<file path="src/rtl/core/assert_macros.svh">
// ---------------------------------------------------------------------------
// Assertion macros
// Clocked implication checks shared by the clusterer RTL; reset masks them.
// ---------------------------------------------------------------------------
`ifndef ASSERT_MACROS_SVH
`define ASSERT_MACROS_SVH

// Same-cycle implication
`define QCC_ASSERT_IMPLY(label, ante, cons, msg) \
  label: assert property (@(posedge clk) disable iff (!rst_n) (ante) |-> (cons)) \
    else $error(msg);

// Next-cycle implication
`define QCC_ASSERT_NEXT(label, ante, cons, msg) \
  label: assert property (@(posedge clk) disable iff (!rst_n) (ante) |=> (cons)) \
    else $error(msg);

`endif

</file>
<file path="src/rtl/core/qcc_pkg.sv">
// ---------------------------------------------------------------------------
// Quarter-core clusterer package
// Field widths, queue entry types and the pixel geometry helpers.
// ---------------------------------------------------------------------------
`timescale 1ns / 1ps

package qcc_pkg;

  localparam int HIT_W     = 16;
  localparam int HIT_IDX_W = $clog2(HIT_W);
  localparam int COL_W     = 6;
  localparam int ROW_W     = 8;
  localparam int NUM_SLOTS = 6;   // two merged, two half-0, two half-1
  localparam int QCC_QUEUE_DEPTH = 2;

  // Configuration port
  localparam int APB_DATA_W = 32;
  localparam int APB_ADDR_W = 3;
  localparam logic REG_IDX_GEOMETRY = 1'b0;

  typedef struct packed {
    logic prev_column;
    logic next_column;
    logic prev_row;
    logic next_row;
  } touch_t;

  typedef struct packed {
    logic [NUM_SLOTS-1:0][HIT_W-1:0] mask;
    logic [NUM_SLOTS-1:0]            vld;
    logic [COL_W-1:0]                column;
    logic [ROW_W-1:0]                row;
    touch_t                          touch;
    logic                            last_flag;
    logic                            neighbour_flag;
    logic                            event_end_flag;
  } entry_t;

  typedef struct packed {
    logic full;
    logic has_data;
  } q_status_t;

  // Bit index of pixel (c, r); mode 1 is 4 rows per column, mode 0 is 2
  function automatic logic [HIT_IDX_W-1:0] pix_bit(int c, int r, logic mode);
    return HIT_IDX_W'(mode ? (c * 4 + r) : (c * 2 + r));
  endfunction

  function automatic int sub_cbase(int k, logic mode);
    return mode ? ((k & 1) * 2) : (k * 2);
  endfunction

  function automatic int sub_rbase(int k, logic mode);
    return mode ? ((k >> 1) * 2) : 0;
  endfunction

  // Two vertically stacked pixels of column c from row rb
  function automatic logic [HIT_W-1:0] col_bits(int c, int rb, logic mode);
    logic [HIT_W-1:0] res;
    res = '0;
    res[pix_bit(c, rb, mode)]     = 1'b1;
    res[pix_bit(c, rb + 1, mode)] = 1'b1;
    return res;
  endfunction

  // All four pixels of 2x2 sub-core k
  function automatic logic [HIT_W-1:0] sub_bits(int k, logic mode);
    return col_bits(sub_cbase(k, mode), sub_rbase(k, mode), mode) |
           col_bits(sub_cbase(k, mode) + 1, sub_rbase(k, mode), mode);
  endfunction

  // Facing columns of the two sub-cores in half h
  function automatic logic [HIT_W-1:0] face_lo(int h, logic mode);
    return col_bits(sub_cbase(2 * h, mode) + 1, sub_rbase(2 * h, mode), mode);
  endfunction

  function automatic logic [HIT_W-1:0] face_hi(int h, logic mode);
    return col_bits(sub_cbase(2 * h + 1, mode), sub_rbase(2 * h + 1, mode), mode);
  endfunction

  // Grow a mask by its 8-neighbourhood
  function automatic logic [HIT_W-1:0] dilate(logic [HIT_W-1:0] mask, logic mode);
    logic [HIT_W-1:0] res;
    int ci, ri, cj, rj;
    res = '0;
    for (int j = 0; j < HIT_W; j++) begin
      for (int i = 0; i < HIT_W; i++) begin
        ci = mode ? (i >> 2) : (i >> 1);
        ri = mode ? (i & 3) : (i & 1);
        cj = mode ? (j >> 2) : (j >> 1);
        rj = mode ? (j & 3) : (j & 1);
        if ((ci - cj >= -1) && (ci - cj <= 1) && (ri - rj >= -1) && (ri - rj <= 1)) begin
          res[j] = res[j] | mask[i];
        end
      end
    end
    return res;
  endfunction

endpackage

</file>
<file path="src/rtl/core/qcc_if.sv">
// ---------------------------------------------------------------------------
// Clusterer channels
// Valid/ready interfaces for the hit-mask input and the cluster output.
// ---------------------------------------------------------------------------
`timescale 1ns / 1ps

interface qcc_in_if;
  import qcc_pkg::*;

  logic             valid;
  logic             ready;
  logic [HIT_W-1:0] hit_mask;
  logic [COL_W-1:0] core_column;
  logic [ROW_W-1:0] core_row;
  logic             last_flag;
  logic             neighbour_flag;
  logic             event_end_flag;

  modport source (
    output valid, hit_mask, core_column, core_row, last_flag, neighbour_flag,
           event_end_flag,
    input  ready
  );

  modport sink (
    input  valid, hit_mask, core_column, core_row, last_flag, neighbour_flag,
           event_end_flag,
    output ready
  );
endinterface

interface qcc_out_if;
  import qcc_pkg::*;

  logic             valid;
  logic             ready;
  logic [HIT_W-1:0] cluster_mask;
  logic [COL_W-1:0] out_column;
  logic [ROW_W-1:0] out_row;
  logic             touch_prev_column;
  logic             touch_next_column;
  logic             touch_prev_row;
  logic             touch_next_row;
  logic             last_cluster;
  logic             out_last_flag;
  logic             out_neighbour_flag;
  logic             out_event_end_flag;

  modport source (
    output valid, cluster_mask, out_column, out_row, touch_prev_column,
           touch_next_column, touch_prev_row, touch_next_row, last_cluster,
           out_last_flag, out_neighbour_flag, out_event_end_flag,
    input  ready
  );

  modport sink (
    input  valid, cluster_mask, out_column, out_row, touch_prev_column,
           touch_next_column, touch_prev_row, touch_next_row, last_cluster,
           out_last_flag, out_neighbour_flag, out_event_end_flag,
    output ready
  );
endinterface

</file>
<file path="src/rtl/core/qcc_front.sv">
// ---------------------------------------------------------------------------
// Clusterer front end
// Accept a hit mask, form sub-core clusters, merge across halves and push
// the candidate cluster slots into the queue.
// ---------------------------------------------------------------------------
`timescale 1ns / 1ps

module qcc_front (
  qcc_in_if.sink             in_if,
  input  logic               geometry_mode,
  input  qcc_pkg::q_status_t q_stat,
  output logic               push,
  output qcc_pkg::entry_t    push_entry
);
  import qcc_pkg::*;

  // Edge masks for 8x2 and 4x4
  localparam logic [HIT_W-1:0] TPC_M0 = 16'h0003, TPC_M1 = 16'h000F;
  localparam logic [HIT_W-1:0] TNC_M0 = 16'hC000, TNC_M1 = 16'hF000;
  localparam logic [HIT_W-1:0] TPR_M0 = 16'h5555, TPR_M1 = 16'h1111;
  localparam logic [HIT_W-1:0] TNR_M0 = 16'hAAAA, TNR_M1 = 16'h8888;

  logic [HIT_W-1:0]            hits;
  logic [1:0][1:0][HIT_W-1:0]  lst;      // [half][slot]
  logic [1:0][1:0]             lv;
  logic [1:0][HIT_W-1:0]       dil0;
  logic [1:0][1:0]             adj;      // [half-0 slot][half-1 slot]
  logic [1:0]                  pick0, pick1, merged_v;
  logic [1:0][HIT_W-1:0]       merged;

  assign hits = in_if.hit_mask;

  // Accept whenever the queue has room; empty masks are accepted and dropped
  assign in_if.ready = !q_stat.full;
  assign push        = in_if.valid && in_if.ready && (hits != '0);

  // Form clusters in each half, joining a pair whose facing columns both hit
  always_comb begin
    logic [HIT_W-1:0] ma, mb, fa, fb;
    logic             join_pair;
    lst = '0;
    lv  = '0;
    for (int h = 0; h < 2; h++) begin
      ma = hits & (geometry_mode ? sub_bits(2 * h, 1'b1) : sub_bits(2 * h, 1'b0));
      mb = hits & (geometry_mode ? sub_bits(2 * h + 1, 1'b1) : sub_bits(2 * h + 1, 1'b0));
      fa = hits & (geometry_mode ? face_lo(h, 1'b1) : face_lo(h, 1'b0));
      fb = hits & (geometry_mode ? face_hi(h, 1'b1) : face_hi(h, 1'b0));
      join_pair = (fa != '0) && (fb != '0);
      lst[h][0] = join_pair ? (ma | mb) : ma;
      lv[h][0]  = join_pair || (ma != '0);
      lst[h][1] = mb;
      lv[h][1]  = !join_pair && (mb != '0);
    end
  end

  // Merge each half-0 cluster with its first adjacent half-1 cluster
  always_comb begin
    for (int i = 0; i < 2; i++) begin
      dil0[i] = geometry_mode ? dilate(lst[0][i], 1'b1) : dilate(lst[0][i], 1'b0);
      for (int j = 0; j < 2; j++) begin
        adj[i][j] = lv[0][i] && lv[1][j] && ((dil0[i] & lst[1][j]) != '0);
      end
      pick0[i]    = adj[i][0];
      pick1[i]    = !adj[i][0] && adj[i][1];
      merged_v[i] = adj[i][0] || adj[i][1];
      merged[i]   = lst[0][i] | (pick1[i] ? lst[1][1] : lst[1][0]);
    end
  end

  // Build the queue entry in output order
  always_comb begin
    push_entry.mask[0] = merged[0];
    push_entry.mask[1] = merged[1];
    push_entry.mask[2] = lst[0][0];
    push_entry.mask[3] = lst[0][1];
    push_entry.mask[4] = lst[1][0];
    push_entry.mask[5] = lst[1][1];
    push_entry.vld[0]  = merged_v[0];
    push_entry.vld[1]  = merged_v[1];
    push_entry.vld[2]  = lv[0][0] && !merged_v[0];
    push_entry.vld[3]  = lv[0][1] && !merged_v[1];
    push_entry.vld[4]  = lv[1][0] && !(pick0[0] || pick0[1]);
    push_entry.vld[5]  = lv[1][1] && !(pick1[0] || pick1[1]);
    push_entry.column  = in_if.core_column;
    push_entry.row     = in_if.core_row;
    push_entry.touch.prev_column = (hits & (geometry_mode ? TPC_M1 : TPC_M0)) != '0;
    push_entry.touch.next_column = (hits & (geometry_mode ? TNC_M1 : TNC_M0)) != '0;
    push_entry.touch.prev_row    = (hits & (geometry_mode ? TPR_M1 : TPR_M0)) != '0;
    push_entry.touch.next_row    = (hits & (geometry_mode ? TNR_M1 : TNR_M0)) != '0;
    push_entry.last_flag         = in_if.last_flag;
    push_entry.neighbour_flag    = in_if.neighbour_flag;
    push_entry.event_end_flag    = in_if.event_end_flag;
  end

endmodule

</file>
<file path="src/rtl/core/qcc_queue.sv">
// ---------------------------------------------------------------------------
// Clusterer queue
// Short FIFO of classified entries between the front and back ends.
// ---------------------------------------------------------------------------
`timescale 1ns / 1ps

module qcc_queue #(
  parameter int DEPTH = qcc_pkg::QCC_QUEUE_DEPTH   // two or more
) (
  input  logic                clk,
  input  logic                rst_n,
  input  logic                push,
  input  qcc_pkg::entry_t     push_entry,
  input  logic                pop,
  output qcc_pkg::entry_t     head_entry,
  output qcc_pkg::q_status_t  q_stat
);
  import qcc_pkg::*;

  localparam int PTR_W = $clog2(DEPTH);
  localparam int CNT_W = $clog2(DEPTH + 1);

  entry_t             store_r [DEPTH];
  logic [PTR_W-1:0]   wr_ptr_r, wr_ptr_nxt;
  logic [PTR_W-1:0]   rd_ptr_r, rd_ptr_nxt;
  logic [CNT_W-1:0]   count_r, count_nxt;
  logic               do_push, do_pop;

  assign q_stat.full     = (count_r == CNT_W'(DEPTH));
  assign q_stat.has_data = (count_r != '0);
  assign do_push         = push && !q_stat.full;
  assign do_pop          = pop && q_stat.has_data;
  assign head_entry      = store_r[rd_ptr_r];

  // Advance pointers and occupancy
  always_comb begin
    wr_ptr_nxt = wr_ptr_r;
    rd_ptr_nxt = rd_ptr_r;
    count_nxt  = count_r;
    if (do_push) begin
      wr_ptr_nxt = (wr_ptr_r == PTR_W'(DEPTH - 1)) ? '0 : wr_ptr_r + 1'b1;
    end
    if (do_pop) begin
      rd_ptr_nxt = (rd_ptr_r == PTR_W'(DEPTH - 1)) ? '0 : rd_ptr_r + 1'b1;
    end
    if (do_push && !do_pop) begin
      count_nxt = count_r + 1'b1;
    end else if (do_pop && !do_push) begin
      count_nxt = count_r - 1'b1;
    end
  end

  always_ff @(posedge clk) begin
    if (!rst_n) begin
      wr_ptr_r <= '0;
      rd_ptr_r <= '0;
      count_r  <= '0;
    end else begin
      wr_ptr_r <= wr_ptr_nxt;
      rd_ptr_r <= rd_ptr_nxt;
      count_r  <= count_nxt;
    end
  end

  // Write the entry storage
  always_ff @(posedge clk) begin
    if (do_push) begin
      store_r[wr_ptr_r] <= push_entry;
    end
  end

endmodule

</file>
<file path="src/rtl/core/qcc_back.sv">
// ---------------------------------------------------------------------------
// Clusterer back end
// Walk the valid cluster slots of the current entry and emit one beat per
// cycle while the output is not stalled, through a registered output stage.
// ---------------------------------------------------------------------------
`timescale 1ns / 1ps

module qcc_back (
  input  logic               clk,
  input  logic               rst_n,
  input  qcc_pkg::q_status_t q_stat,
  input  qcc_pkg::entry_t    head_entry,
  output logic               pop,
  qcc_out_if.source          out_if
);
  import qcc_pkg::*;

  entry_t                cur_r;
  logic [NUM_SLOTS-1:0]  rem_r, rem_nxt;
  logic [NUM_SLOTS-1:0]  pick_oh, rem_after;
  logic [HIT_W-1:0]      sel_mask;
  logic                  load_ok, emit;
  logic                  out_valid_r, out_valid_nxt;
  logic [HIT_W-1:0]      cluster_mask_r;
  entry_t                out_info_r;
  logic                  last_cluster_r;

  // Pick the lowest remaining slot
  always_comb begin
    pick_oh  = '0;
    sel_mask = '0;
    for (int k = NUM_SLOTS - 1; k >= 0; k--) begin
      if (rem_r[k]) begin
        pick_oh    = '0;
        pick_oh[k] = 1'b1;
      end
    end
    for (int k = 0; k < NUM_SLOTS; k++) begin
      sel_mask = sel_mask | (pick_oh[k] ? cur_r.mask[k] : '0);
    end
  end

  assign rem_after = rem_r & ~pick_oh;
  assign load_ok   = !out_valid_r || out_if.ready;
  assign emit      = load_ok && (rem_r != '0);
  assign pop       = q_stat.has_data && ((rem_r == '0) || (emit && (rem_after == '0)));

  // Update remaining slots and output valid
  always_comb begin
    rem_nxt       = rem_r;
    out_valid_nxt = out_valid_r;
    if (pop) begin
      rem_nxt = head_entry.vld;
    end else if (emit) begin
      rem_nxt = rem_after;
    end
    if (load_ok) begin
      out_valid_nxt = emit;
    end
  end

  always_ff @(posedge clk) begin
    if (!rst_n) begin
      rem_r       <= '0;
      out_valid_r <= 1'b0;
    end else begin
      rem_r       <= rem_nxt;
      out_valid_r <= out_valid_nxt;
    end
  end

  // Load the current entry and the output beat
  always_ff @(posedge clk) begin
    if (pop) begin
      cur_r <= head_entry;
    end
    if (emit) begin
      cluster_mask_r <= sel_mask;
      out_info_r     <= cur_r;
      last_cluster_r <= (rem_after == '0);
    end
  end

  assign out_if.valid              = out_valid_r;
  assign out_if.cluster_mask       = cluster_mask_r;
  assign out_if.out_column         = out_info_r.column;
  assign out_if.out_row            = out_info_r.row;
  assign out_if.touch_prev_column  = out_info_r.touch.prev_column;
  assign out_if.touch_next_column  = out_info_r.touch.next_column;
  assign out_if.touch_prev_row     = out_info_r.touch.prev_row;
  assign out_if.touch_next_row     = out_info_r.touch.next_row;
  assign out_if.last_cluster       = last_cluster_r;
  assign out_if.out_last_flag      = out_info_r.last_flag;
  assign out_if.out_neighbour_flag = out_info_r.neighbour_flag;
  assign out_if.out_event_end_flag = out_info_r.event_end_flag;

endmodule

</file>
<file path="src/rtl/core/quarter_core_pixel_clusterer.sv">
// ---------------------------------------------------------------------------
// Quarter-core pixel clusterer: a hit mask goes through the queue, the back
// end's current entry and the output register; masks are taken while the
// queue has room; the back end emits one cluster per cycle unless stalled.
// Sync reset clears queue, back end, geometry_mode (8x2); no clearing pass.
// ---------------------------------------------------------------------------
`timescale 1ns / 1ps
`include "assert_macros.svh"

module quarter_core_pixel_clusterer #(
  parameter int QUEUE_DEPTH = qcc_pkg::QCC_QUEUE_DEPTH
) (
  input  logic                            clk,
  input  logic                            rst_n,
  qcc_in_if.sink                          in_if,
  qcc_out_if.source                       out_if,
  input  logic                            psel,
  input  logic                            penable,
  input  logic                            pwrite,
  input  logic [qcc_pkg::APB_ADDR_W-1:0]  paddr,
  input  logic [qcc_pkg::APB_DATA_W-1:0]  pwdata,
  output logic [qcc_pkg::APB_DATA_W-1:0]  prdata,
  output logic                            pready
);
  import qcc_pkg::*;

  logic      geometry_mode_r, geometry_mode_nxt;
  logic      cfg_wr;
  logic      cfg_wr_geom;
  logic      push, pop;
  entry_t    push_entry, head_entry;
  q_status_t q_stat;

  // Configuration register
  assign pready      = 1'b1;
  assign cfg_wr      = psel && penable && pwrite && pready;
  assign cfg_wr_geom = cfg_wr && (paddr[2] == REG_IDX_GEOMETRY);
  assign prdata = (paddr[2] == REG_IDX_GEOMETRY) ?
                  {{(APB_DATA_W-1){1'b0}}, geometry_mode_r} : '0;

  always_comb begin
    geometry_mode_nxt = geometry_mode_r;
    if (cfg_wr_geom) begin
      geometry_mode_nxt = pwdata[0];
    end
  end

  always_ff @(posedge clk) begin
    if (!rst_n) begin
      geometry_mode_r <= 1'b0;
    end else begin
      geometry_mode_r <= geometry_mode_nxt;
    end
  end

  qcc_front u_front (
    .in_if         (in_if),
    .geometry_mode (geometry_mode_r),
    .q_stat        (q_stat),
    .push          (push),
    .push_entry    (push_entry)
  );

  qcc_queue #(
    .DEPTH (QUEUE_DEPTH)
  ) u_queue (
    .clk        (clk),
    .rst_n      (rst_n),
    .push       (push),
    .push_entry (push_entry),
    .pop        (pop),
    .head_entry (head_entry),
    .q_stat     (q_stat)
  );

  qcc_back u_back (
    .clk        (clk),
    .rst_n      (rst_n),
    .q_stat     (q_stat),
    .head_entry (head_entry),
    .pop        (pop),
    .out_if     (out_if)
  );

  // Checks
  `QCC_ASSERT_IMPLY(a_push_nonempty, push, push_entry.vld != '0, "empty entry pushed")
  `QCC_ASSERT_IMPLY(a_full_stalls, q_stat.full, !in_if.ready, "input ready while queue full")
  `QCC_ASSERT_NEXT(a_cfg_write, cfg_wr_geom, geometry_mode_r == $past(pwdata[0]), "write lost")

endmodule
</file>
<file path="src/flat_wrapper.sv">
// flat-port wrapper written by rule: the top's interface ports become plain ports
module quarter_core_pixel_clusterer_flat import qcc_pkg::*;
#(
  parameter int QUEUE_DEPTH = qcc_pkg::QCC_QUEUE_DEPTH
)
  (clk, rst_n, psel, penable, pwrite, paddr, pwdata, prdata, pready, in_if_valid, in_if_hit_mask, in_if_core_column, in_if_core_row, in_if_last_flag, in_if_neighbour_flag, in_if_event_end_flag, in_if_ready, out_if_valid, out_if_cluster_mask, out_if_out_column, out_if_out_row, out_if_touch_prev_column, out_if_touch_next_column, out_if_touch_prev_row, out_if_touch_next_row, out_if_last_cluster, out_if_out_last_flag, out_if_out_neighbour_flag, out_if_out_event_end_flag, out_if_ready);
  qcc_in_if in_if_i ();
  qcc_out_if out_if_i ();
  input  logic clk;
  input  logic rst_n;
  input  logic psel;
  input  logic penable;
  input  logic pwrite;
  input  logic [qcc_pkg::APB_ADDR_W-1:0] paddr;
  input  logic [qcc_pkg::APB_DATA_W-1:0] pwdata;
  output logic [qcc_pkg::APB_DATA_W-1:0] prdata;
  output logic pready;
  input wire logic [$bits(in_if_i.valid)-1:0] in_if_valid;
  input wire logic [$bits(in_if_i.hit_mask)-1:0] in_if_hit_mask;
  input wire logic [$bits(in_if_i.core_column)-1:0] in_if_core_column;
  input wire logic [$bits(in_if_i.core_row)-1:0] in_if_core_row;
  input wire logic [$bits(in_if_i.last_flag)-1:0] in_if_last_flag;
  input wire logic [$bits(in_if_i.neighbour_flag)-1:0] in_if_neighbour_flag;
  input wire logic [$bits(in_if_i.event_end_flag)-1:0] in_if_event_end_flag;
  output wire logic [$bits(in_if_i.ready)-1:0] in_if_ready;
  output wire logic [$bits(out_if_i.valid)-1:0] out_if_valid;
  output wire logic [$bits(out_if_i.cluster_mask)-1:0] out_if_cluster_mask;
  output wire logic [$bits(out_if_i.out_column)-1:0] out_if_out_column;
  output wire logic [$bits(out_if_i.out_row)-1:0] out_if_out_row;
  output wire logic [$bits(out_if_i.touch_prev_column)-1:0] out_if_touch_prev_column;
  output wire logic [$bits(out_if_i.touch_next_column)-1:0] out_if_touch_next_column;
  output wire logic [$bits(out_if_i.touch_prev_row)-1:0] out_if_touch_prev_row;
  output wire logic [$bits(out_if_i.touch_next_row)-1:0] out_if_touch_next_row;
  output wire logic [$bits(out_if_i.last_cluster)-1:0] out_if_last_cluster;
  output wire logic [$bits(out_if_i.out_last_flag)-1:0] out_if_out_last_flag;
  output wire logic [$bits(out_if_i.out_neighbour_flag)-1:0] out_if_out_neighbour_flag;
  output wire logic [$bits(out_if_i.out_event_end_flag)-1:0] out_if_out_event_end_flag;
  input wire logic [$bits(out_if_i.ready)-1:0] out_if_ready;
  assign in_if_i.valid = in_if_valid;
  assign in_if_i.hit_mask = in_if_hit_mask;
  assign in_if_i.core_column = in_if_core_column;
  assign in_if_i.core_row = in_if_core_row;
  assign in_if_i.last_flag = in_if_last_flag;
  assign in_if_i.neighbour_flag = in_if_neighbour_flag;
  assign in_if_i.event_end_flag = in_if_event_end_flag;
  assign in_if_ready = in_if_i.ready;
  assign out_if_valid = out_if_i.valid;
  assign out_if_cluster_mask = out_if_i.cluster_mask;
  assign out_if_out_column = out_if_i.out_column;
  assign out_if_out_row = out_if_i.out_row;
  assign out_if_touch_prev_column = out_if_i.touch_prev_column;
  assign out_if_touch_next_column = out_if_i.touch_next_column;
  assign out_if_touch_prev_row = out_if_i.touch_prev_row;
  assign out_if_touch_next_row = out_if_i.touch_next_row;
  assign out_if_last_cluster = out_if_i.last_cluster;
  assign out_if_out_last_flag = out_if_i.out_last_flag;
  assign out_if_out_neighbour_flag = out_if_i.out_neighbour_flag;
  assign out_if_out_event_end_flag = out_if_i.out_event_end_flag;
  assign out_if_i.ready = out_if_ready;
  quarter_core_pixel_clusterer #(.QUEUE_DEPTH(QUEUE_DEPTH)) u_core (.clk(clk), .rst_n(rst_n), .in_if(in_if_i), .out_if(out_if_i), .psel(psel), .penable(penable), .pwrite(pwrite), .paddr(paddr), .pwdata(pwdata), .prdata(prdata), .pready(pready));
endmodule
</file>
<file path="config.mk">
export PLATFORM = sky130hd
export DESIGN_NAME = quarter_core_pixel_clusterer_flat
export DESIGN_NICKNAME = d
export VERILOG_FILES = /design/src/rtl/core/qcc_pkg.sv /design/src/rtl/core/qcc_if.sv /design/src/rtl/core/qcc_front.sv /design/src/rtl/core/qcc_queue.sv /design/src/rtl/core/qcc_back.sv /design/src/rtl/core/quarter_core_pixel_clusterer.sv /design/src/flat_wrapper.sv
export VERILOG_INCLUDE_DIRS = /design/src /design/src/rtl/core
export SDC_FILE = /design/constraint.sdc
export NUM_CORES = 1
export LEC_CHECK = 0
export ABC_AREA = 0
export BUFFER_PORTS_ARGS = -buffer_cell sky130_fd_sc_hd__buf_2
export CAP_MARGIN = 20
export CORE_MARGIN = 2
export CORE_UTILIZATION = 36
export CTS_BUF_LIST = sky130_fd_sc_hd__clkbuf_16
export DETAILED_ROUTE_END_ITERATION = 16
export GPL_TIMING_DRIVEN = 0
export PLACE_DENSITY = 0.6
export RECOVER_POWER = 50
export SLEW_MARGIN = 20
export SYNTH_ARGS = -nofsm -noshare
export SYNTH_HDL_FRONTEND = slang
export SYNTH_SLANG_ARGS = --single-unit
export TNS_END_PERCENT = 20
</file>
<file path="constraint.sdc">
create_clock -name clk -period 4.4 [get_ports clk]
set_clock_uncertainty 0.1 [all_clocks]
set_input_delay 0.22 -clock clk [delete_from_list [all_inputs] [get_ports clk]]
set_output_delay 0.22 -clock clk [all_outputs]
set_load 0.02 [all_outputs]
</file>
==> results of run 1 <==
[per-stage QoR]
stage	utilization (%)	total power [mW]	setup WS (ns)
final	43.8	10.1	1.18
after floorplan	-	6.53	0.892
after CTS	44.1	10.3	1.47
after global routing	43.8	10.7	0.902
after global placement	39.7	7.18	-0.299
after detailed placement	40.3	7.60	1.53
[final timing paths]
kind                          start                                endpoint  cells past startpoint
max          u_core.u_back.rem_r[1]   u_core.u_back.out_if.cluster_mask[13]                      5
min                         penable                  u_core.geometry_mode_r                      4
max reg2reg  u_core.u_back.rem_r[1]   u_core.u_back.out_if.cluster_mask[13]                      5
min reg2reg  u_core.u_back.cur_r[5]  u_core.u_back.out_if.touch_next_column                      0
[placed cells by master, fill, tap and decap left out, types with 3 or more instances in the layout]
cell type / n
edfxtp_1: 299
clkbuf_1: 91
mux2_2: 87
clkbuf_16: 35
nand2_1: 32
buf_4: 32
conb_1: 32
dlygate4sd3_1: 25
buf_2: 23
nor2_1: 22
o21ai_0: 22
nor2b_1: 20
inv_1: 20
and2_0: 16
dfxtp_1: 13
a22oi_1: 10
or2_2: 9
o21a_1: 8
and3_1: 7
a21oi_1: 6
nor4_1: 6
a221o_1: 6
clkinv_1: 6
buf_12: 6
or3_1: 4
nor3_1: 4
a31oi_1: 4
nand3_1: 4
a21boi_0: 4
and2_1: 4
a222oi_1: 4
clkinv_2: 4
diode_2: 3
o22a_1: 3
a211oi_1: 3
o211ai_1: 3
mux2i_1: 3
bufinv_16: 3
[cells in the mapped netlist, drive strengths merged (9+ instances only)]
cell	count	area, um2
a22oi	10	75.1
and2	21	133
buf	49	333
clkbuf	22	83.8
dfxtp	13	260
edfxtp	299	8980
inv	12	45.0
mux2	88	991
nand2	33	126
nor2	22	82.6
nor2b	21	139
o21ai	22	114
or2	9	56.3
[layout make-up]
cell class | instances | area, um2
Fill cell | 3037 | 18800
Sequential cell | 312 | 9240
Multi-Input combinational cell | 363 | 2660
Clock buffer | 35 | 876
Timing Repair Buffer | 110 | 736
Tap cell | 448 | 561
Buffer | 71 | 402
Clock inverter | 23 | 175
Inverter | 12 | 50.0
Antenna cell | 3 | 7.51
[timing repair]
action / 4_1_cts / 5_1_grt
setup endpoints to repair: 0 / 0
hold buffers: 25 / 0
endpoints found under the hold margin: 53 / 0
[sequential cells by signal (all words and copies together) (netlist names), 2 cells and up, named ones only]
name and count:
u_core.u_queue.store_r 178, u_core.u_back.cur_r 83, u_core.u_back.out_if.cluster_mask 16, u_core.u_back.out_if.out_row 8, u_core.u_back.out_if.out_column 6, u_core.u_back.rem_r 6, u_core.u_queue.count_r 2
[per-layer routing]
metal / up-vias / share of wire, % / global-route usage [%]
met2: 252 / 47 / 24.0
met3: 52 / 6.8 / 3.20
met4: 4 / 2.9 / 5.77
li1: 3089 / - / -
met5: - / 0.095 / 0
met1: 3226 / 43 / 19.6
[worst max-delay path, delay by kind of cell, from the launching register on]
| kind | cells | cell delay (ns) |
|---|---|---|
| buffers and inverters | 2 | 0.63 |
| and+or+nand+nor | 3 | 1.85 |
| DFF | 1 | 0.30 |
[kinds of logic (layout without fill, tap and decap cells)]
group / after synthesis / count (layout)
AOI/OAI and AO/OA: 94 / 94
xor gates and xnor gates: 2 / 2
adders and majority gates: 2 / 2
buffers and inverters: 83 / 251
DFF: 312 / 312
muxes: 91 / 91
other: 2 / 35
and+or+nand+nor: 142 / 142
[power groups by stage]
| stage | clock (mW) | sequential [mW] | combinational, mW |
|---|---|---|---|
| 2_1_floorplan | 0 | 5.11 | 1.42 |
| 3_3_place_gp | 0 | 4.84 | 2.34 |
| 3_5_place_dp | 0 | 4.85 | 2.75 |
| 4_1_cts | 2.76 | 4.80 | 2.78 |
| 5_1_grt | 2.88 | 4.89 | 2.88 |
| 6_report | 2.70 | 4.80 | 2.64 |
==> out/metrics.cfg, run 1 <==
[run]
drv_cap=1

[critical_path]
critical_path.max_fanout=21
cp-start-kind=flop
cp-end-kind=flop
arrival_ns=3.32
required_ns=4.50
path_class=flop to flop
max_stage_delay_ns=1.55
crit_path_top_delay_cell=nor2_1
r2r_setup_slack_ns=1.18
cp_cell_sequence=clkbuf_1 -> or2_2 -> nor3_1 -> nor2_1 -> buf_12

[run_status]
violations=capacitance limit, slew limit
status=complete, but fails checks

[die]
die_y_um=188
die_w_um=188
ios=148
initial_core_util_pct=36.5
dieArea_um2=35500
core_um2=33500
rows=67

[place]
placed_area_um2=13500
gp_congestion=0.844
hpwl_mm=16.7
dpl.cell_count=1291
port_buffers=77

[clock_tree]
cts-root-buf=clkbuf_16
cts_resized=0
cts_buffers=34
cts.clk_slew.worst_paths_ns=0.06
cts_tree=yes
clkSinkCount=312
post-cts-setup-buffers=0
insertion_delay_ns=0.51
cts_buffer_depth=3
htreeDepth=2

[routing]
dr.pass1.iters=5
vias=6623
wirelength_mm=26.2
drc=0
drtIter0Drc=504
final_antenna_net_count=0
drt-wirelength-per-cell_um=19.0
routed_via_density=4.81

[layout]
final_area_um2=14700
nets=980
syn2layout_area_growth_pct=20.0
fin_cells=1377
final_layout_size_suffix_gt1_share_pct=22.9

[yosys]
synthMuxAreaShare_pct=8.33
ys_dominant_reg_cell=edfxtp_1
synth_seq_cells=312
synthSimpleGateAreaFrac_pct=6.51
synth_compound_area_share_pct=5.59
synth_adder_area_share_pct=0.184
synthCells=728
ys_seq_area_share_pct=75.4
syn_area_per_cell_um2=16.8
netlist_area_um2=12300
synthXorXnorAreaFrac_pct=0.143
synth_edf_count=299
yosysWarnings=0
synth_cell_type_count=66
synth_top_family_by_area=multiplexers
async_flop_share_pct=0

[timing]
fin_crit_sh_pct=73.1
hold_viol_final=0
worstMarginPinSlew_ns=2.09
setup_viol=0
fin_tns_setup_ns=0
finalCriticalPeriod_ns=3.22
hold_ws_ns=0.0294
max_freq_mhz=311
rsz0062_at_grt=no
drv_slew=18
max-slew-margin-rel_pct=-40.0

[grt]
grt_max_degree=47
antenna_found_initial=5
track_usage_pct=14.8
grt-ovfl-total=0
first_global_vias=6799
grt_pass1_wl_mm=39.8

[power]
p_sw_share_pct=30.8
combPwrFrac_pct=26.1
p_leak_nw=5.18
p_sw_mw=3.12
p_int_mw=7.02
seqPwrFrac_pct=47.4
power_frac_clock_pct=26.6
p_per_area_nw_per_um2=690
irDropWorstVdd_mv=0.487

[hold_path]
hp-class=input port to flop

No activity file was read; power rests on OpenSTA's default activity.
==> run 2, diff against run 1 <==
- ABC_AREA: 0 -> 1
- clock period: 4.4 -> 3.2 ns (I/O delays scaled with it)
==> run 2 against run 1 <==
Net effect: the run now ends clean; synthesized cell count rose by 10%; register-to-register slack got worse by 0.94 ns; utilization up 0.088 points; total power grew 35%; synthesized area grew 0.54%; sequential power up 37%; fmax is 8.7% higher; combinational power is 35% higher.
==> out/metrics.cfg, run 2 <==
[power]
combPwrFrac_pct=26.0
p_sw_share_pct=31.5
p_int_mw=9.40
p_leak_nw=5.48
p_sw_mw=4.33
seqPwrFrac_pct=48.0
power_frac_clock_pct=26.1
p_per_area_nw_per_um2=930
irDropWorstVdd_mv=1.16

[routing]
drtIter0Drc=456
drt-wirelength-per-cell_um=18.6
met1_length_mm=12.0
drc=0
wl_met3_mm=1.64
dr.pass1.iters=7
dr_wl_met2_mm=12.9
vias=6946
final_antenna_net_count=0
wirelength_mm=27.2
routed_via_density=4.75
dr.max_layer_used=met5

[critical_path]
r2r_start=u_core.geometry_mode_r
arrival_ns=3.16
rr_endpoint=u_core.u_queue.store_r[0][26]
r2r_cells=10
path_class=flop to flop
cp-startpoint=u_core.geometry_mode_r
cp-start-kind=flop
required_ns=3.40
critical_path.max_fanout=10
r2r_setup_slack_ns=0.24
crit_path_end=u_core.u_queue.store_r[0][26]
cp-end-kind=flop

[die]
dieArea_um2=35700
initial_core_util_pct=36.6
die_y_um=189
ios=148
die_w_um=189
rows=67
core_um2=33600

[timing]
drv_slew=0
hold_ws_ns=0.00746
worstMarginPinSlew_ns=1.17
fin_crit_sh_pct=92.5
max-slew-margin-rel_pct=22.2
rsz0062_at_grt=no
fin_tns_setup_ns=0
max_freq_mhz=338
hold_viol_final=0
setup_viol=0
finalCriticalPeriod_ns=2.96

[place]
port_buffers=81
hpwl_mm=17.8
gp_congestion=0.887
dpl.cell_count=1370

[yosys]
netlist_area_um2=12300
synth_seq_cells=312
yosys-top-cells-count=edfxtp_1 (299), mux2_2 (88), nand2_1 (87)
yosysTopAreaCell=edfxtp_1
ys_top_cells_by_area=edfxtp_1 (73%), mux2_2 (8.0%), nand2_1 (2.7%)
yosys.area.top_type_share_pct=72.9
ys_seq_area_share_pct=75.0
ys_dominant_reg_cell=edfxtp_1
yosysWarnings=0
synthCells=801
async_flop_share_pct=0
yosysMostFrequentCell=edfxtp_1
synth_edf_count=299
synth_cell_type_count=43
syn_area_per_cell_um2=15.4

[clock_tree]
htreeDepth=2
insertion_delay_ns=0.51
cts_tree=yes
cts.clk_slew.worst_paths_ns=0.06
post-cts-setup-buffers=0
cts_buffer_depth=3
cts_buffers=34
clkSinkCount=312
cts-root-buf=clkbuf_16

[hold_path]
hp-class=input port to flop

[grt]
grt-ovfl-total=0
grt_pass1_wl_mm=40.4
antenna_found_initial=4
track_usage_pct=15.1
first_global_vias=6857
grt_max_degree=93

[run]
drv_cap=0

[layout]
fin_util_pct=43.9
syn2layout_area_growth_pct=19.9
top_register=u_core.u_queue.store_r
final_layout_size_suffix_gt1_share_pct=22.2
fin_cells=1461
layout_common_cells=edfxtp_1 (299), nand2_1 (95), mux2_2 (88)
final_common_cell=edfxtp_1
fillers=3069
largest_reg_flops=178
nets=1062

[run_status]
status=finished clean

[run 2: changes by cell type in the layout (fill, tap and decap cells not counted), sizes merged, moves of 7 or more]
cell and change:
a22oi -10, a21oi +20, inv +57, or2 -8, nand2 +69, clkbuf -7, nand4 +8, nor2b -21
o21a -8, nand3 +28, nor2 +22, and2 -21
[run 2: metrics by stage]
step / cell area [um2] / power [mW] / setup slack [ns]
2_1_floorplan: 12400 / 8.90 / -0.424
3_3_place_gp: 13400 / 10.2 / -2.37
3_5_place_dp: 13600 / 10.4 / 0.0589
4_1_cts: 14900 / 14.0 / 0.0443
5_1_grt: 14800 / 14.4 / 0.0623
6_report: 14800 / 13.7 / 0.241
[run 2: per-layer routing]
layer	vias to the layer above	track usage [%]
met2	232	24.8
met1	3425	19.9
met4	6	5.11
met3	48	3.47
met5	-	0
li1	3235	-
[run 2: worst max-delay path, stage by stage, from the launching register on]
cell and delay (ns):
dfxtp_1 0.31, clkbuf_1 0.51, buf_12 0.21, clkbuf_1 0.47, nand2_1 0.20, inv_1 0.21, nand3_1 0.11, nand3_1 0.09
nor2_1 0.07, buf_4 0.18, a21oi_1 0.28
[run 2: how the worst min path moves through the flow]
stage	startpoint	end	cells after the start
final	in_if_hit_mask[13]	u_core.u_queue.store_r[1][120]	3
after global routing	in_if_hit_mask[13]	u_core.u_queue.store_r[1][120]	3
after CTS	in_if_hit_mask[7]	u_core.u_queue.store_r[1][34]	3
after detailed placement	in_if_core_column[1]	u_core.u_queue.store_r[0][16]	1
after global placement	in_if_core_row[5]	u_core.u_queue.store_r[0][12]	1
after floorplan	in_if_event_end_flag	u_core.u_queue.store_r[0][0]	0
[run 2: logic make-up (layout without fill, tap and decap cells)]
logic type	count (synthesis)	after routing	synth area share (%)
mux	89	89	8.13
simple gates	203	203	7.86
buf+inv	123	304	5.19
flops	312	312	75.0
other cells	2	33	0.0610
compound gates	71	71	3.65
fa+ha+maj	1	1	0.102
[run 2: power by group through the flow]
| stage | combinational [mW] | clock (mW) | sequential (mW) |
|---|---|---|---|
| global route | 3.88 | 3.82 | 6.70 |
| CTS | 3.75 | 3.67 | 6.60 |
| detailed placement | 3.71 | 0 | 6.67 |
| finish | 3.56 | 3.58 | 6.59 |
| global placement | 3.48 | 0 | 6.71 |
| floorplan | 1.94 | 0 | 6.96 |
[run 2: area by class of cell]
type	count	area (um2)	share of cell area, %
multi-input cells	396	2490	16.9
inverters	66	251	1.70
clock inverters	25	109	0.737
diodes	1	2.50	0.0169
flip-flops and latches	312	9240	62.6
clock buffers	37	926	6.27
plain buffers	57	378	2.56
repair buffers	119	806	5.46
well taps	448	561	3.80
[run 2: what timing repair did]
| action | in CTS | in global routing |
|---|---|---|
| gates resized for setup | 0 | 3 |
| hold buffers | 28 | 0 |
| endpoints found under the setup margin | 0 | 1 |
| endpoints found under the hold margin | 54 | 0 |
==> run 3, diff against run 2 <==
- PLACE_DENSITY: 0.6 -> 0.59
- SYNTH_HIERARCHICAL: default -> 1
==> run 3 against run 2 <==
Net effect: clock power rose by 33%; utilization fell by 1.1 points; cell count rose by 31%; critical endpoint is now u_core/u_queue/count_r[1]; register-to-register slack improved by 0.17 ns; highest routed layer is now met4; first-iteration DRC count rose by 18%; wire length rose by 28%; final area rose by 34%.
==> out/metrics.cfg, run 3 <==
[timing]
worstMarginPinSlew_ns=1.09
max-slew-margin-rel_pct=27.2
drv_slew=0
max_freq_mhz=358
rsz0062_at_grt=no
fin_ws_ns=0.407
finalCriticalPeriod_ns=2.79
hold_viol_final=0
fin_crit_sh_pct=87.3
setup_viol=0
hold_ws_ns=0.0567

[routing]
routed_via_density=4.56
final_antenna_net_count=0
dr.pass1.iters=5
wirelength_mm=34.8
drc=0
drt-wirelength-per-cell_um=18.2
drtIter0Drc=536
vias=8715

[yosys]
yosysWarnings=6
ys_top_cells_by_area=edfxtp_1 (72%), mux2_4 (6.3%), buf_4 (3.9%)
ys_seq_area_share_pct=73.2
synth_seq_cells=414
yosys.area.top_type_share_pct=71.7
yosys-top-cells-count=edfxtp_1 (401), nand2_1 (99), buf_4 (88)
syn_area_per_cell_um2=15.9
synth_cell_type_count=39
yosysTopAreaCell=edfxtp_1
yosysMostFrequentCell=edfxtp_1
synth_edf_count=401
ys_dominant_reg_cell=edfxtp_1
netlist_area_um2=16800
synthCells=1056
async_flop_share_pct=0

[clock_tree]
post-cts-setup-buffers=0
htreeDepth=2
clkSinkCount=414
cts_buffers=41
cts_buffer_depth=3
cts_tree=yes
cts-root-buf=clkbuf_16
cts.clk_slew.worst_paths_ns=0.06
insertion_delay_ns=0.53

[critical_path]
arrival_ns=3.16
cp-end-kind=flop
cp_top_family=simple AND/OR/NAND/NOR gates
cp_common_cell=inv_1
cp-start-kind=flop
cp_cell_sequence=buf_6 -> o21ai_2 -> nand2_1 -> nor2_2 -> nand4_1 -> nand2_8 -> o21a_1 -> inv_1 -> ha_1 -> inv_1 -> nand3_1 -> nand2_1 -> inv_1 -> nor2_1
path_class=flop to flop
cp_num_buf_inv=4
r2r_setup_slack_ns=0.41
critical_path.max_fanout=61
required_ns=3.56
max_stage_delay_ns=0.49
crit_path_top_delay_cell=nand2_8

[die]
dieArea_um2=48400
die_y_um=220
die_w_um=220
initial_core_util_pct=36.3
ios=148
rows=79
core_um2=46300

[layout]
final_layout_size_suffix_gt1_share_pct=22.7
fin_util_pct=42.8
largest_reg_flops=246
fillers=4287
fin_cells=1912
multi_input_area_um2=3340
syn2layout_area_growth_pct=17.8
final_common_cell=edfxtp_1
nets=1351
top_register=u_core/u_queue/store_r
layout_common_cells=edfxtp_1 (401), nand2_1 (104), inv_1 (77)
n_antenna_cell=0
ff_latch_area_um2=12300

[grt]
first_global_vias=8630
grt_pass1_wl_mm=51.2
antenna_found_initial=0
grt-ovfl-total=0
track_usage_pct=14.3
grt_max_degree=65

[power]
irDropWorstVdd_mv=0.785
p_leak_nw=7.33
p_per_area_nw_per_um2=948
total_power_mw=18.8

[place]
port_buffers=65
post-place-ws_ns=0.464
dpl.cell_count=1800
gp_congestion=0.858
hpwl_mm=23.1

[hold_path]
hp-class=input port to flop

[run]
drv_cap=0

[run_status]
status=finished clean

## run 3: cell types whose count changed after synthesis, moves of 11 or more
cell	change
nand2_1	+12
edfxtp_1	+102
nor2_1	+26
mux2_4	+70
mux2_2	-35
inv_1	+12
buf_4	+54
nand4_1	+11
## run 3: where the power goes
| group | internal, mW | switching, mW |
|---|---|---|
| clock | 2.82 | 1.94 |
| combinational | 1.64 | 3.39 |
| sequential | 8.54 | 0.454 |
## run 3: through the flow
step	TNS [ns]	cell area, um2
floorplan	-7.39	17000
global placement	-383.53	18100
global route	0	19800
finish	0	19800
CTS	0	20200
detailed placement	0	18500
## run 3: worst paths after layout
check                         startpoint                                     end  cells past startpoint
hold reg to reg   u_core/u_back/cur_r[6]  u_core/u_back/out_if.touch_prev_column                      0
setup / recovery  u_core/u_back/rem_r[0]               u_core/u_queue/count_r[1]                     14
hold / removal               in_if_valid                 u_core/u_queue/wr_ptr_r                      6
setup reg to reg  u_core/u_back/rem_r[0]               u_core/u_queue/count_r[1]                     14
## run 3: worst reg2reg max path, cell delays in order, from the launching register on
cell	delay, ns
dfxtp_1	0.35
buf_6	0.18
o21ai_2	0.16
nand2_1	0.10
nor2_2	0.12
nand4_1	0.22
nand2_8	0.49
o21a_1	0.26
inv_1	0.06
ha_1	0.30
inv_1	0.10
nand3_1	0.11
nand2_1	0.08
inv_1	0.04
nor2_1	0.08
## run 3: kinds of logic (layout without fill, tap and decap cells)
group | count (synthesis) | count (layout) | share of synthesized area (%)
flip-flops | 414 | 414 | 73.2
other | 3 | 60 | 0.0670
AO/OA/AOI/OAI | 74 | 74 | 2.85
AND/OR/NAND/NOR | 246 | 246 | 7.06
buffers and inverters | 195 | 387 | 6.91
adder cells (fa/ha/maj) | 1 | 1 | 0.0745
multiplexers | 123 | 123 | 9.81
## run 3: layout make-up
type	instances	area share [%]
Buffer	115	3.85
Sequential cell	414	62.2
Multi-Input combinational cell	504	16.9
Clock buffer	41	5.18
Tap cell	607	3.84
Clock inverter	32	1.54
Timing Repair Buffer	119	5.04
Inverter	80	1.52
## run 3: repair_timing
| item | 4_1_cts | 5_1_grt |
|---|---|---|
| hold endpoints to repair | 111 | 0 |
| gates resized for setup | 0 | 0 |
| hold buffers | 39 | 0 |
## run 3: per-layer routing
metal	GRT usage (%)	vias up	share of wire, %
met2	24.1	242	49
met4	5.01	0	2.6
met5	0	-	0
li1	-	4139	-
met3	2.37	54	4.5
met1	18.8	4280	44
